## src/hdl/vjal_pkg.sv

```systemverilog
`default_nettype none
package vjal_pkg;

    // Divider geometry: numerator 2*|lim|*2^16 + |req| fits 49 bits
    localparam int DIV_BITS = 49;
    localparam int DEN_W    = 33;
    localparam int REM_W    = DEN_W + 1;

    // Register indexes
    localparam logic [2:0] REG_ENABLES    = 3'd0;
    localparam logic [2:0] REG_VEL_FLOOR  = 3'd1;
    localparam logic [2:0] REG_VEL_CEIL   = 3'd2;
    localparam logic [2:0] REG_ACC_FLOOR  = 3'd3;
    localparam logic [2:0] REG_ACC_CEIL   = 3'd4;
    localparam logic [2:0] REG_JERK_FLOOR = 3'd5;
    localparam logic [2:0] REG_JERK_CEIL  = 3'd6;

    // Enable bits
    localparam int EN_VEL  = 0;
    localparam int EN_ACC  = 1;
    localparam int EN_JERK = 2;

    localparam logic signed [31:0] ONE_Q16 = 32'sd65536;

    typedef struct packed {
        logic signed [31:0] req;
        logic signed [31:0] v0;
        logic signed [31:0] v1;
        logic        [31:0] dt;
    } t_item;

    typedef struct packed {
        logic signed [31:0] acc_lo;
        logic signed [31:0] acc_hi;
        logic signed [31:0] jerk_lo;
        logic signed [31:0] jerk_hi;
    } t_bounds;

    // Saturate a signed 64-bit value to 32 bits
    function automatic logic signed [31:0] sat32(input logic signed [63:0] x);
        logic signed [31:0] r;
        if (x > 64'sd2147483647)       r = 32'sh7fffffff;
        else if (x < -64'sd2147483648) r = 32'sh80000000;
        else                           r = x[31:0];
        return r;
    endfunction

    // Q15.16 times Q8.24, rounded back to Q15.16, saturated
    function automatic logic signed [31:0] mul_dt(input logic signed [31:0] a,
                                                  input logic [31:0] dt);
        logic signed [64:0] p;
        logic signed [64:0] s;
        p = a * $signed({1'b0, dt});
        s = p + 65'sd8388608;
        return sat32({{23{s[64]}}, s[64:24]});
    endfunction

    // Second rounding step of the jerk bound, doubled
    function automatic logic signed [31:0] jerk_dt(input logic signed [31:0] t,
                                                   input logic [31:0] dt);
        logic signed [64:0] p;
        logic signed [64:0] s;
        p = t * $signed({1'b0, dt});
        s = p + 65'sd8388608;
        return sat32({{22{s[64]}}, s[64:24], 1'b0});
    endfunction

endpackage
`default_nettype wire

```

## src/hdl/vjal_clamp.sv

```systemverilog
`default_nettype none
module vjal_clamp import vjal_pkg::*; (
    input  wire logic               i_clk,
    input  wire logic               i_rst_n,
    input  wire logic               i_valid,
    input  wire t_item              i_item,
    input  wire t_bounds            i_bounds,
    input  wire logic [2:0]         i_enables,
    input  wire logic signed [31:0] i_vel_floor,
    input  wire logic signed [31:0] i_vel_ceil,
    output logic                    o_valid,
    output logic signed [31:0]      o_limited,
    output logic signed [31:0]      o_req
);

    logic               r_vld3, r_vld4, r_vld5;
    logic signed [31:0] r_v3, r_v4, r_v5;
    logic signed [31:0] r_v0_3;
    logic signed [31:0] r_req3, r_req4, r_req5;
    logic signed [31:0] r_alo3, r_ahi3;
    logic signed [31:0] n_v3, n_v4, n_v5;

    // jerk stage: clamp req - 2*v0 + v1, rebuild 2*v0 - v1 + dd
    always_comb begin
        logic signed [35:0] dd;
        logic signed [35:0] lo;
        logic signed [35:0] hi;
        logic signed [35:0] vn;
        dd = {{4{i_item.req[31]}}, i_item.req} - {{3{i_item.v0[31]}}, i_item.v0, 1'b0}
             + {{4{i_item.v1[31]}}, i_item.v1};
        lo = {{4{i_bounds.jerk_lo[31]}}, i_bounds.jerk_lo};
        hi = {{4{i_bounds.jerk_hi[31]}}, i_bounds.jerk_hi};
        if (dd < lo) dd = lo;
        if (dd > hi) dd = hi;
        vn = {{3{i_item.v0[31]}}, i_item.v0, 1'b0} - {{4{i_item.v1[31]}}, i_item.v1} + dd;
        n_v3 = i_enables[EN_JERK] ? sat32({{28{vn[35]}}, vn}) : i_item.req;
    end

    // acceleration stage: clamp v - v0
    always_comb begin
        logic signed [33:0] d;
        logic signed [33:0] lo;
        logic signed [33:0] hi;
        logic signed [33:0] vn;
        d  = {{2{r_v3[31]}}, r_v3} - {{2{r_v0_3[31]}}, r_v0_3};
        lo = {{2{r_alo3[31]}}, r_alo3};
        hi = {{2{r_ahi3[31]}}, r_ahi3};
        if (d < lo) d = lo;
        if (d > hi) d = hi;
        vn = {{2{r_v0_3[31]}}, r_v0_3} + d;
        n_v4 = i_enables[EN_ACC] ? sat32({{30{vn[33]}}, vn}) : r_v3;
    end

    // velocity stage: floor first, then ceiling
    always_comb begin
        n_v5 = r_v4;
        if (i_enables[EN_VEL]) begin
            if (n_v5 < i_vel_floor) n_v5 = i_vel_floor;
            if (n_v5 > i_vel_ceil)  n_v5 = i_vel_ceil;
        end
    end

    always_ff @(posedge i_clk) begin
        if (!i_rst_n) begin
            r_vld3 <= 1'b0;
            r_vld4 <= 1'b0;
            r_vld5 <= 1'b0;
        end else begin
            r_vld3 <= i_valid;
            r_vld4 <= r_vld3;
            r_vld5 <= r_vld4;
        end
        r_v3   <= n_v3;
        r_v0_3 <= i_item.v0;
        r_req3 <= i_item.req;
        r_alo3 <= i_bounds.acc_lo;
        r_ahi3 <= i_bounds.acc_hi;
        r_v4   <= n_v4;
        r_req4 <= r_req3;
        r_v5   <= n_v5;
        r_req5 <= r_req4;
    end

    assign o_valid   = r_vld5;
    assign o_limited = r_v5;
    assign o_req     = r_req5;

endmodule
`default_nettype wire

```

## config.mk

```make
export PLATFORM = sky130hd
export DESIGN_NAME = vjal_clamp
export DESIGN_NICKNAME = d
export VERILOG_FILES = /design/src/hdl/vjal_pkg.sv /design/src/hdl/vjal_clamp.sv
export SDC_FILE = /design/constraint.sdc
export NUM_CORES = 1
export LEC_CHECK = 0
export BUFFER_PORTS_ARGS = -buffer_cell sky130_fd_sc_hd__buf_2
export CORE_UTILIZATION = 55
export CTS_CLUSTER_SIZE = 20
export DETAILED_ROUTE_END_ITERATION = 10
export PLACE_DENSITY = 0.78
export SKIP_LAST_GASP = 1
export SLEW_MARGIN = 10
export SYNTH_ARGS = -nofsm -noshare
export SYNTH_HDL_FRONTEND = slang
export SYNTH_SLANG_ARGS = --single-unit
```

## constraint.sdc

```tcl
create_clock -name i_clk -period 13.3 [get_ports i_clk]
set_input_delay 2.66 -clock i_clk [delete_from_list [all_inputs] [get_ports i_clk]]
set_output_delay 2.66 -clock i_clk [all_outputs]
set_load 0.05 [all_outputs]
```

**After elaboration in Yosys (flattened, before gate mapping)**

Index checks and enable logic that the tools add are counted.

- Register bits after elaboration: 291

- Order comparisons: 10
- $add $sub $neg: 6
- Muxes and demuxes: 14

Operator list:

| cell | number |
|---|---|
| 2-to-1 mux 32 bit | 10 |
| 2-to-1 mux 36 bit | 2 |
| 2-to-1 mux 34 bit | 2 |
| adder 36 bit | 1 |
| greater-than comparator 36 x 32 -> 1 bit | 1 |
| greater-than comparator 36 x 32 -> 1 bit (second input constant) | 1 |
| less-than comparator 36 x 32 -> 1 bit (second input constant) | 1 |
| adder 34 x 32 -> 35 bit | 1 |
| less-than comparator 35 x 32 -> 1 bit | 1 |
| adder 34 bit | 1 |
| greater-than comparator 34 x 32 -> 1 bit | 1 |
| greater-than comparator 34 x 32 -> 1 bit (second input constant) | 1 |
| less-than comparator 34 x 32 -> 1 bit (second input constant) | 1 |
| subtractor 32 x 33 -> 34 bit | 1 |
| subtractor 33 x 32 -> 34 bit | 1 |
| less-than comparator 33 x 32 -> 1 bit | 1 |
| subtractor 32 x 32 -> 33 bit | 1 |
| greater-than comparator 32 bit | 1 |
| less-than comparator 32 bit | 1 |

**Longest topological paths before layout**

Gate-level depths: netlist of the first run.

- Depth after elaboration: 11
- Mapped depth: 49
- Gate-level depth less buffers: 44

**Worst setup path after synthesis of the first run**

Ideal clock, no wire load.

- Path kind: in2reg
- Start: in i_item[44] in the netlist's numbering
- End: reg r_v3[20]
- Setup time: 122 ps
- Arrival: 12003 ps
- Stages: 45
- Path slack: 1175 ps
- Buffers on the path: 4
- Cells stage by stage: inv_1 > fa_1 > inv_1 > ha_1 > a21oi_2 > o21bai_2 > a2111oi_4 > nor3_2 > o31a_2 > o311ai_1 > nor3b_1 > xor2_1 > inv_1 > ha_1 > nand4_1 > nor3_1 > inv_1 > nor3_1 > (+9 left out) > a2111oi_0 > o21a_1 > or2_1 > buf_6 > clkbuf_1 > a21oi_1 > ha_1 > fa_1 > a211oi_2 > o21ai_1 > a211o_2 > a31oi_2 > o31ai_4 > a41oi_1 > nor3_1 > o31a_1 > buf_2 > a221o_1

- Word-level cells in the longest chain between the ends: 10

RTL lines:

| item | line | text |
|---|---|---|
| start: declaration | vjal_clamp.sv:6 | `input wire t_item i_item,` |
| adder 34 x 32 -> 35 bit | vjal_clamp.sv:30 | `+ {{4{i_item.v1[31]}}, i_item.v1};` |
| less-than comparator 35 x 32 -> 1 bit | vjal_clamp.sv:33 | `if (dd < lo) dd = lo;` |
| 2-to-1 mux 36 bit | vjal_clamp.sv:33 |  |
| greater-than comparator 36 x 32 -> 1 bit | vjal_clamp.sv:34 | `if (dd > hi) dd = hi;` |
| 2-to-1 mux 36 bit | vjal_clamp.sv:34 |  |
| adder 36 bit (*) | vjal_clamp.sv:35 | `vn = {{3{i_item.v0[31]}}, i_item.v0, 1'b0} - {{4{i_item.v1[31]}}, i_item.v1} + dd;` |
| less-than comparator 36 x 32 -> 1 bit | vjal_pkg.sv:43 | `else if (x < -64'sd2147483648) r = 32'sh80000000;` |
| 2-to-1 mux 32 bit | vjal_pkg.sv:43 |  |
| 2-to-1 mux 32 bit (*) | vjal_pkg.sv:42 | `if (x > 64'sd2147483647) r = 32'sh7fffffff;` |
| 2-to-1 mux 32 bit (*) | vjal_clamp.sv:36 | `n_v3 = i_enables[EN_JERK] ? sat32({{28{vn[35]}}, vn}) : i_item.req;` |
| named net n_v3[20] | vjal_clamp.sv:21 | `logic signed [31:0] n_v3, n_v4, n_v5;` |
| end signal: assignment | vjal_clamp.sv:73 | `r_v3 <= n_v3;` |
| end: declaration | vjal_clamp.sv:17 | `logic signed [31:0] r_v3, r_v4, r_v5;` |

The timed path passes the listed nets; every way through them passes the cells marked *.
A chain may end at the register's enable or synchronous reset.

**Worst setup path in the final report of the first run**

- Start: in i_item[37] in the netlist's numbering
- End: reg r_v3[1]

The elaborated chain is that of the path after synthesis.

==> metrics, run 1 <==
status finished, final reports clean; Core Box Area 45480 sq um; Die Area 47060 sq um; Worst Setup Start Kind primary input; largest family of logic cells by synthesized area compound AO/OA/AOI/OAI gates; Die H 216.9 microns; sequential fraction of the synthesis area 22.93%; number of max-cap violations 0; WP data required 13750 ps; CP endpoint kind register; nets 4243; CTS H-tree depth 1; ys async rst share 0%; mux cell area share after synthesis 5.008%; final slew viol count 0; vias in the first global route roughly 24000; die width 216.9 microns; mapped cell area about 25000 sq um; Synth Area in Adders 20.71%; CTS Sinks 291; Post-synth EDFFs 0; Rows 78; RSZ-0062 raised after global routing false; Port Buffer Count 358; CTS tree yes; IO Pins just under 400; layout cells sized above 1 22.36%; DR pass1 iterations 5; total CTS buffers 31; worst stage delay on the critical path between 500 and 600 ps; routed via count 24370; Post-route DRC 0; Syn. warnings 0; gr ovfl total 0; Avg Cell Area, Syn 8.444 sq um; Filler cells 3842; Cell Area, Placed roughly 30000 sq um; clock root buffer clkbuf_16; syn nets 3734; Fin. Hold Viols 0; Relative slew margins between 30% and 40%; Clock Path Buffers 3; hpwl dp 64990 microns; Post-Synth Simple-Gate Area 12.78%; FMAX 78.63 MHz; gpl congestion 0.9804; Hold-fix buffers, CTS 0; first-pass GRT wire length 122400 microns; Hold Path Class register to register; # setup viols final 0; CP arrival 13170 ps; commonest non-fill, non-tap cells in the layout inv_1, ha_1, buf_2; Crit path top cell by count buf_4; xor/xnor cell area share of the yosys netlist 4.171%; wirelength, routed 77760 microns; final setup skew about 15 ps; WS Path Type primary input to register; Reg clk slew, reported paths 60 ps; minimum clock period 12720 ps; commonest non-fill, non-tap cell in the layout inv_1; largest net degree at the start of global routing 97; register area 5826 sq um; initial antenna violation count 6; Worst-Margin Slew 1034 ps; Seq cells post-synth 291; largest fanout on the critical path 31; Avg WL per Cell 18.76 microns; post-synthesis compound-gate area fraction 25.83%; Main synth FF type dfxtp_1; Total GRT Usage approximately 32%; Clock Latency Late Sink 580 ps; slowest CP cell fa_1; Vias/cell between 5 and 6; area of the multi-input gates 17450 sq um; Final Cycle Share ~96%; cell area after layout just over 30000 sq um; post-route ant nets 0; Initial Utilization about 56%; First DRT Iteration DRCs 2163; Synth cell types 106; Area Growth Syn to Fin 19.02%; Mapped Cells 3009
-- final cells by class --
class	instances	area share, %
clock buffers	38	2.718
well taps	600	2.483
diodes	4	0.03310
multi-input cells	2184	57.71
flip-flops and latches	291	19.26
inverters	429	5.325
repair buffers	581	11.63
clock inverters	19	0.8399
-- per-stage QoR --
step	worst slack (ps)	instances	utilization (%)	setup TNS [ps]	hold WS (ps)
final	582.7	4146	66.49	0	321.3
after detailed placement	-6.669	4085	64.09	-6.669	312.1
after floorplan	1175	3009	-	0	309.6
after global placement	176.3	4085	64.09	0	309.5
after CTS	551.0	4142	66.45	0	319.6
after global routing	10.28	4146	66.49	0	327.6
-- cells by family after synthesis --
group	count (synthesis)
compound gates	903
simple gates	654
buf+inv	534
fa+ha+maj	399
flops	291
xor+xnor	121
mux	107
-- synth_stat cells (16+ instances only) --
cell / n / area share [%]
o21ai_1: 30 / 0.59
xnor2_1: 80 / 2.8
o2111ai_1: 36 / 1.2
nor2_1: 138 / 2.0
nand4_1: 53 / 1.3
nand2b_1: 24 / 0.59
inv_1: 429 / 6.3
a211oi_1: 28 / 0.83
mux2_2: 71 / 3.1
buf_2: 26 / 0.51
a21o_1: 123 / 3.6
nand3_1: 92 / 1.8
nor2b_1: 30 / 0.74
and3_1: 20 / 0.49
buf_6: 17 / 0.75
nand2_1: 166 / 2.5
a31oi_1: 23 / 0.57
mux2_4: 22 / 1.3
clkbuf_1: 56 / 0.83
and2_1: 16 / 0.39
o21bai_1: 22 / 0.65
fa_1: 36 / 2.8
a21oi_1: 187 / 3.7
xor2_1: 41 / 1.4
ha_1: 363 / 18
dfxtp_1: 291 / 23
o32a_1: 31 / 1.2
o21ai_0: 126 / 2.5
o211ai_1: 46 / 1.4
a221o_1: 61 / 2.4
o31ai_1: 16 / 0.47
o21a_1: 39 / 1.2
nor3_1: 46 / 0.91
-- final timing paths --
kind,endpoint,slack (ps),startpoint,cells past startpoint
max,r_v3[1],580,i_item[37],49
min,o_req[13],320,r_req4[13],0
max reg2reg,r_v4[3],1210,r_v3[0],39
min reg2reg,o_req[13],320,r_req4[13],0
-- state kept, by name, summed over array words and instances (netlist names) --
signal and cells:
o_limited 32, o_req 32, o_valid 1, r_ahi3 32, r_alo3 32, r_req3 32, r_req4 32, r_v0_3 32
r_v3 32, r_v4 32, r_vld3 1, r_vld4 1
-- layer usage --
metal	GRT usage (%)	routed length, microns	vias up	share of wire [%]
met5	0	20	-	0.026
met4	12.11	3069	4	3.9
met3	3.354	4783	168	6.2
met2	55.47	36080	951	46
met1	41.68	33810	11320	43
li1	-	-	11920	-
-- critical path: cells and delay by family --
| kind | cells | cell delay, ps |
|---|---|---|
| simple gates | 8 | 1510 |
| xor+xnor | 1 | 280 |
| mux | 3 | 930 |
| fa+ha+maj | 5 | 1830 |
| buf+inv | 14 | 1820 |
| compound gates | 18 | 4090 |
-- timing repair --
action,in CTS,in global routing
setup buffers,0,0
hold endpoints to repair,0,0
resized for setup,0,2
setup endpoints to repair,0,31
Power of run 1 is left out: the tool's default activity adds up to more than one toggle a clock period on the data nets, which glitch-free logic cannot reach.
==> run 2: changes to the inputs <==
--- a/config.mk
+++ b/config.mk
@@ -7,9 +7,11 @@
 export LEC_CHECK = 0
 export BUFFER_PORTS_ARGS = -buffer_cell sky130_fd_sc_hd__buf_2
 export CORE_UTILIZATION = 55
+export CTS_CLUSTER_DIAMETER = 40
 export CTS_CLUSTER_SIZE = 20
 export DETAILED_ROUTE_END_ITERATION = 10
 export PLACE_DENSITY = 0.78
+export REMOVE_ABC_BUFFERS = 1
 export SKIP_LAST_GASP = 1
 export SLEW_MARGIN = 10
 export SYNTH_ARGS = -nofsm -noshare
==> constraint.sdc (replaced) <==
create_clock -name i_clk -period 14.9 [get_ports i_clk]
set_input_delay 2.98 -clock i_clk [delete_from_list [all_inputs] [get_ports i_clk]]
set_output_delay 2.98 -clock i_clk [all_outputs]
set_load 0.05 [all_outputs]
==> run 2 against run 1 <==
  * The run now ends with design-rule violations left
  * Worst hold slack worse by 7.6 ps
  * Flip-flop and latch count unchanged
  * Wire length down 0.98%
  * Final cell count is 2.7% lower
  * Count of clock-buffer cells in the layout increased by 7
  * Critical path depth down 2
  * Setup slack improved by 410 ps
  * Via count shrank 1.9%
  * Clock skew rose by 14 ps
  * Global-route usage down 0.44 points
  * Register-to-register slack better by 890 ps
  * Die area did not move
  * Highest routed layer unchanged
==> metrics, run 2 (synthesis results as in run 1) <==
status complete, but fails checks; failing checks design-rule violations; Post-route DRC 2 (+2); CTS tree yes; CTS Sinks 291 (unchanged); routed via count 23910 (-1.9%); worst stage delay on the critical path 560 ps (-20 ps); Filler cells 3865 (+0.60%); final slew viol count 0 (unchanged); CP endpoint kind register; DR pass1 iterations 10 (+5); largest net degree at the start of global routing 97 (unchanged); Worst Setup Start Kind primary input; vias in the first global route 23370 (-2.9%); area of the multi-input gates 17440 sq um (about the same); WP data required 15350 ps (+1600 ps); commonest non-fill, non-tap cells in the layout inv_1, ha_1, buf_2; commonest non-fill, non-tap cell in the layout inv_1; minimum clock period 13900 ps; wirelength, routed 77000 microns (-0.98%); R2R setup slack 2100 ps (+890 ps); initial antenna violation count 11 (+5); RSZ-0062 raised after global routing false; Clock Latency Late Sink 580 ps (about the same); # setup viols final 0 (unchanged); setup bufs post-CTS 0 (unchanged); FMAX roughly 72 MHz; hpwl dp 63470 microns (-2.3%); slowest CP cell fa_1; Resized Gates After CTS 0 (unchanged); first-pass GRT wire length 120200 microns (-1.8%); WS Path Type primary input to register; Die H 216.9 microns (unchanged); Final Cycle Share slightly above 90%; Hold Path Class register to register; setup TNS 0 ps (unchanged); Relative slew margins 29.23% (-1.9 points); Fin. Hold Viols 0 (unchanged); IO Pins 391 (unchanged); Hold-fix buffers, CTS 0 (unchanged); Port Buffer Count 358 (unchanged); Vias/cell 5.930 (+0.88%); nets 4119 (-2.9%); Avg WL per Cell 19.09 microns (+1.8%); die width 216.9 microns (unchanged); CP arrival 14360 ps (+1190 ps); Initial Utilization 55.87% (unchanged); Die Area 47060 sq um (unchanged); CTS H-tree depth 2 (+1); Reg clk slew, reported paths 80 ps (+20 ps); Core Box Area 45480 sq um (unchanged); clock root buffer clkbuf_16; gpl congestion 0.9655 (-1.5%); Worst-Margin Slew 1035 ps (+1.109 ps); final setup skew 28.73 ps (+14.12 ps); Area Growth Syn to Fin 16.75%; register area 5826 sq um (unchanged); Total GRT Usage 31.87% (-0.44 points); Rows 78 (unchanged); Clock Path Buffers 3 (unchanged); number of max-cap violations 0 (unchanged); largest fanout on the critical path 31 (unchanged); gr ovfl total 0 (unchanged); First DRT Iteration DRCs 2377 (+9.9%); total CTS buffers 43 (+39%); layout cells sized above 1 19.84% (-2.5 points); Crit path top cell by count buf_4; post-route ant nets 0 (unchanged)
-- run 2: cell type report --
cell class | count | share of cell area, %
Inverter | 429 | 5.429
Antenna cell | 6 | 0.05062
Timing Repair Buffer | 445 | 8.368
Sequential cell | 291 | 19.64
Tap cell | 600 | 2.531
Clock inverter | 33 | 1.421
Clock buffer | 45 | 3.758
Multi-Input combinational cell | 2184 | 58.80
-- run 2: metal layers --
| layer | track usage, % | up-vias | share of wire, % |
|---|---|---|---|
| li1 | - | 11710 | - |
| met1 | 40.66 | 11150 | 43 |
| met2 | 54.93 | 883 | 47 |
| met3 | 3.983 | 151 | 6.2 |
| met4 | 11.55 | 12 | 3.3 |
| met5 | 0 | - | 0.086 |
-- run 2: final timing paths --
kind,from,end,depth (start not counted)
min,r_req4[24],o_req[24],0
max,i_item[44],r_v3[6],47
min reg2reg,r_req4[24],o_req[24],0
max reg2reg,r_v3[0],r_v4[30],41
-- run 2: worst max-delay path, delay by kind of cell --
| family | cells | cell delay [ps] |
|---|---|---|
| AO/OA/AOI/OAI | 15 | 3910 |
| multiplexers | 2 | 710 |
| AND/OR/NAND/NOR | 12 | 2580 |
| buffers and inverters | 12 | 1770 |
| adder cells (fa/ha/maj) | 5 | 1970 |
| XOR/XNOR | 1 | 400 |
-- run 2: stage by stage --
stage | instance area (sq um) | utilization, % | hold WS, ps | std cells | worst slack (ps)
final | 29660 | 65.23 | 313.7 | 4033 | 995.3
after detailed placement | 28110 | 61.81 | 312.1 | 3949 | 622.7
after global routing | 29660 | 65.22 | 318.4 | 4032 | 547.4
after floorplan | 24840 | - | 309.6 | 2904 | 1468
after CTS | 29650 | 65.19 | 316.5 | 4027 | 1156
after global placement | 28110 | 61.81 | 309.5 | 3949 | 682.6
Power of run 2 is left out for the same reason.
==> run 3: changes to the inputs <==
==> constraint.sdc (replaced) <==
create_clock -name i_clk -period 13.1 [get_ports i_clk]
set_input_delay 2.62 -clock i_clk [delete_from_list [all_inputs] [get_ports i_clk]]
set_output_delay 2.62 -clock i_clk [all_outputs]
set_load 0.05 [all_outputs]
==> run 3 against run 2 <==
  * The run now ends clean
  * Clock skew rose by 12 ps
  * Final cell count rose by 4.3%
  * Sequential share of layout area fell by 0.82 points
  * Die area did not move
  * Via count rose by 2.8%
==> metrics, run 3 (synthesis results as in run 1) <==
status finished, final reports clean; Post-route DRC 0 (-2); first-pass GRT wire length 124400 microns (+3.5%); die width 216.9 microns (unchanged); commonest non-fill, non-tap cells in the layout inv_1, ha_1, buf_2; Hold Path Class register to register; Worst-Margin Slew 1045 ps (+10.13 ps); Rows 78 (unchanged); CP endpoint kind register; wirelength, routed 78690 microns (+2.2%); Area Growth Syn to Fin 21.84%; Final Cycle Share 95.87%; setup TNS 0 ps (unchanged); Clock Path Buffers 3 (unchanged); Worst Setup Start Kind primary input; CTS Sinks 291 (unchanged); gpl congestion 0.9786 (+1.4%); post-place setup slack -95.12 ps (-717.8 ps); CTS H-tree depth 2 (unchanged); cell area after layout 30960 sq um (+4.4%); final slew viol count 0 (unchanged); Cell Area, Placed 29460 sq um (+4.8%); total CTS buffers 41 (-4.7%); reg2reg end r_v4[10]; Filler cells 3778 (-2.3%); nets 4295 (+4.3%); hold path endpoint r_req4[3]; Crit path top cell by count buf_4; largest fanout on the critical path 31 (unchanged); First DRT Iteration DRCs 2082 (-12%); Relative slew margins 30.34% (+1.1 points); # setup viols final 0 (unchanged); initial antenna violation count 5 (-6); routed via count 24590 (+2.8%); IO Pins 391 (unchanged); layout cells sized above 1 23.76% (+3.9 points); DR pass1 iterations 5 (-5); Port Buffer Count 358 (unchanged); Critical R2R Launch r_v3[0]; CTS tree yes; minimum clock period 12560 ps; Vias/cell 5.847 (-1.4%); RSZ-0062 raised after global routing false; commonest non-fill, non-tap cell in the layout inv_1; final setup skew 41.16 ps (+12.43 ps); slowest CP cell fa_1; Fin. Hold Viols 0 (unchanged); CP arrival 13000 ps (-1360 ps); gr ovfl total 0 (unchanged); WP data required 13540 ps (-1810 ps); Avg WL per Cell 18.71 microns (-2.0%); R2R depth 38 (-7.3%); worst stage delay on the critical path 580 ps (+20 ps); Setup WS post-layout 541.3 ps (-454.0 ps); post-route ant nets 0 (unchanged); setup bufs post-CTS 0 (unchanged); Hold Startpoint r_req3[3]; Reg clk slew, reported paths 70 ps (about the same); Initial Utilization 55.87% (unchanged); Die H 216.9 microns (unchanged); Total GRT Usage 32.86% (+1.0 points); crit path launch i_item[37]; Worst Hold Depth 0 (unchanged); number of max-cap violations 0 (unchanged); vias in the first global route 24100 (+3.1%); fin util 68.07% (+2.8 points); hpwl dp 65180 microns (+2.7%); FMAX roughly 80 MHz; largest net degree at the start of global routing 97 (unchanged); WS Path Type primary input to register; R2R setup slack 1390 ps (-710 ps); Clock Latency Late Sink 580 ps (about the same); Hold-fix buffers, CTS 0 (unchanged); Core Box Area 45480 sq um (unchanged); Die Area 47060 sq um (unchanged); clock root buffer clkbuf_16
[run 3: cell types whose count changed in the layout (fill, tap and decap cells not counted), sizes merged]
| cell | before | now |
|---|---|---|
| inv | 448 | 447 |
| clkbuf | 45 | 46 |
| buf | 445 | 623 |
| diode | 6 | 3 |
| clkinv | 12 | 9 |
[run 3: layer usage]
| layer | vias up | track usage [%] | wire length, microns |
|---|---|---|---|
| met1 | 11470 | 42.44 | 34230 |
| met4 | 6 | 11.71 | 2943 |
| met2 | 925 | 56.58 | 36850 |
| met5 | - | 0 | 40 |
| li1 | 12030 | - | - |
| met3 | 161 | 3.494 | 4626 |
[run 3: how the worst max path moves through the flow]
stage,to,cells after the start
3_3_place_gp,r_v3[6],48
2_1_floorplan,r_v3[0],40
6_report,r_v3[16],49
3_5_place_dp,r_v3[4],49
4_1_cts,r_v3[16],49
5_1_grt,r_v3[18],49
[run 3: metrics by stage]
stage	cells	hold slack, ps
CTS	4202	317.8
detailed placement	4127	312.1
finish	4205	314.5
global route	4203	312.7
global placement	4127	310.1
floorplan	2904	309.6
[run 3: repair_timing]
action | CTS | global route
setup endpoints to repair | 0 | 31
gates resized for setup | 0 | 2
hold endpoints to repair | 0 | 0
[run 3: area by class of cell]
| cell class | instances | area (sq um) | share of cell area [%] |
|---|---|---|---|
| Sequential cell | 291 | 5826 | 18.82 |
| Clock inverter | 29 | 381.6 | 1.233 |
| Inverter | 429 | 1610 | 5.201 |
| Antenna cell | 3 | 7.507 | 0.02425 |
| Clock buffer | 46 | 1096 | 3.540 |
| Tap cell | 600 | 750.7 | 2.425 |
| Timing Repair Buffer | 623 | 3831 | 12.38 |
| Multi-Input combinational cell | 2184 | 17460 | 56.38 |
[run 3: critical path, delay by kind of cell]
kind / cells / cell delay [ps]
xor gates and xnor gates: 1 / 150
muxes: 2 / 740
and+or+nand+nor: 11 / 1810
buffers and inverters: 14 / 1860
AOI/OAI and AO/OA: 16 / 3910
adders and majority gates: 5 / 1840
Power of run 3 is left out for the same reason.
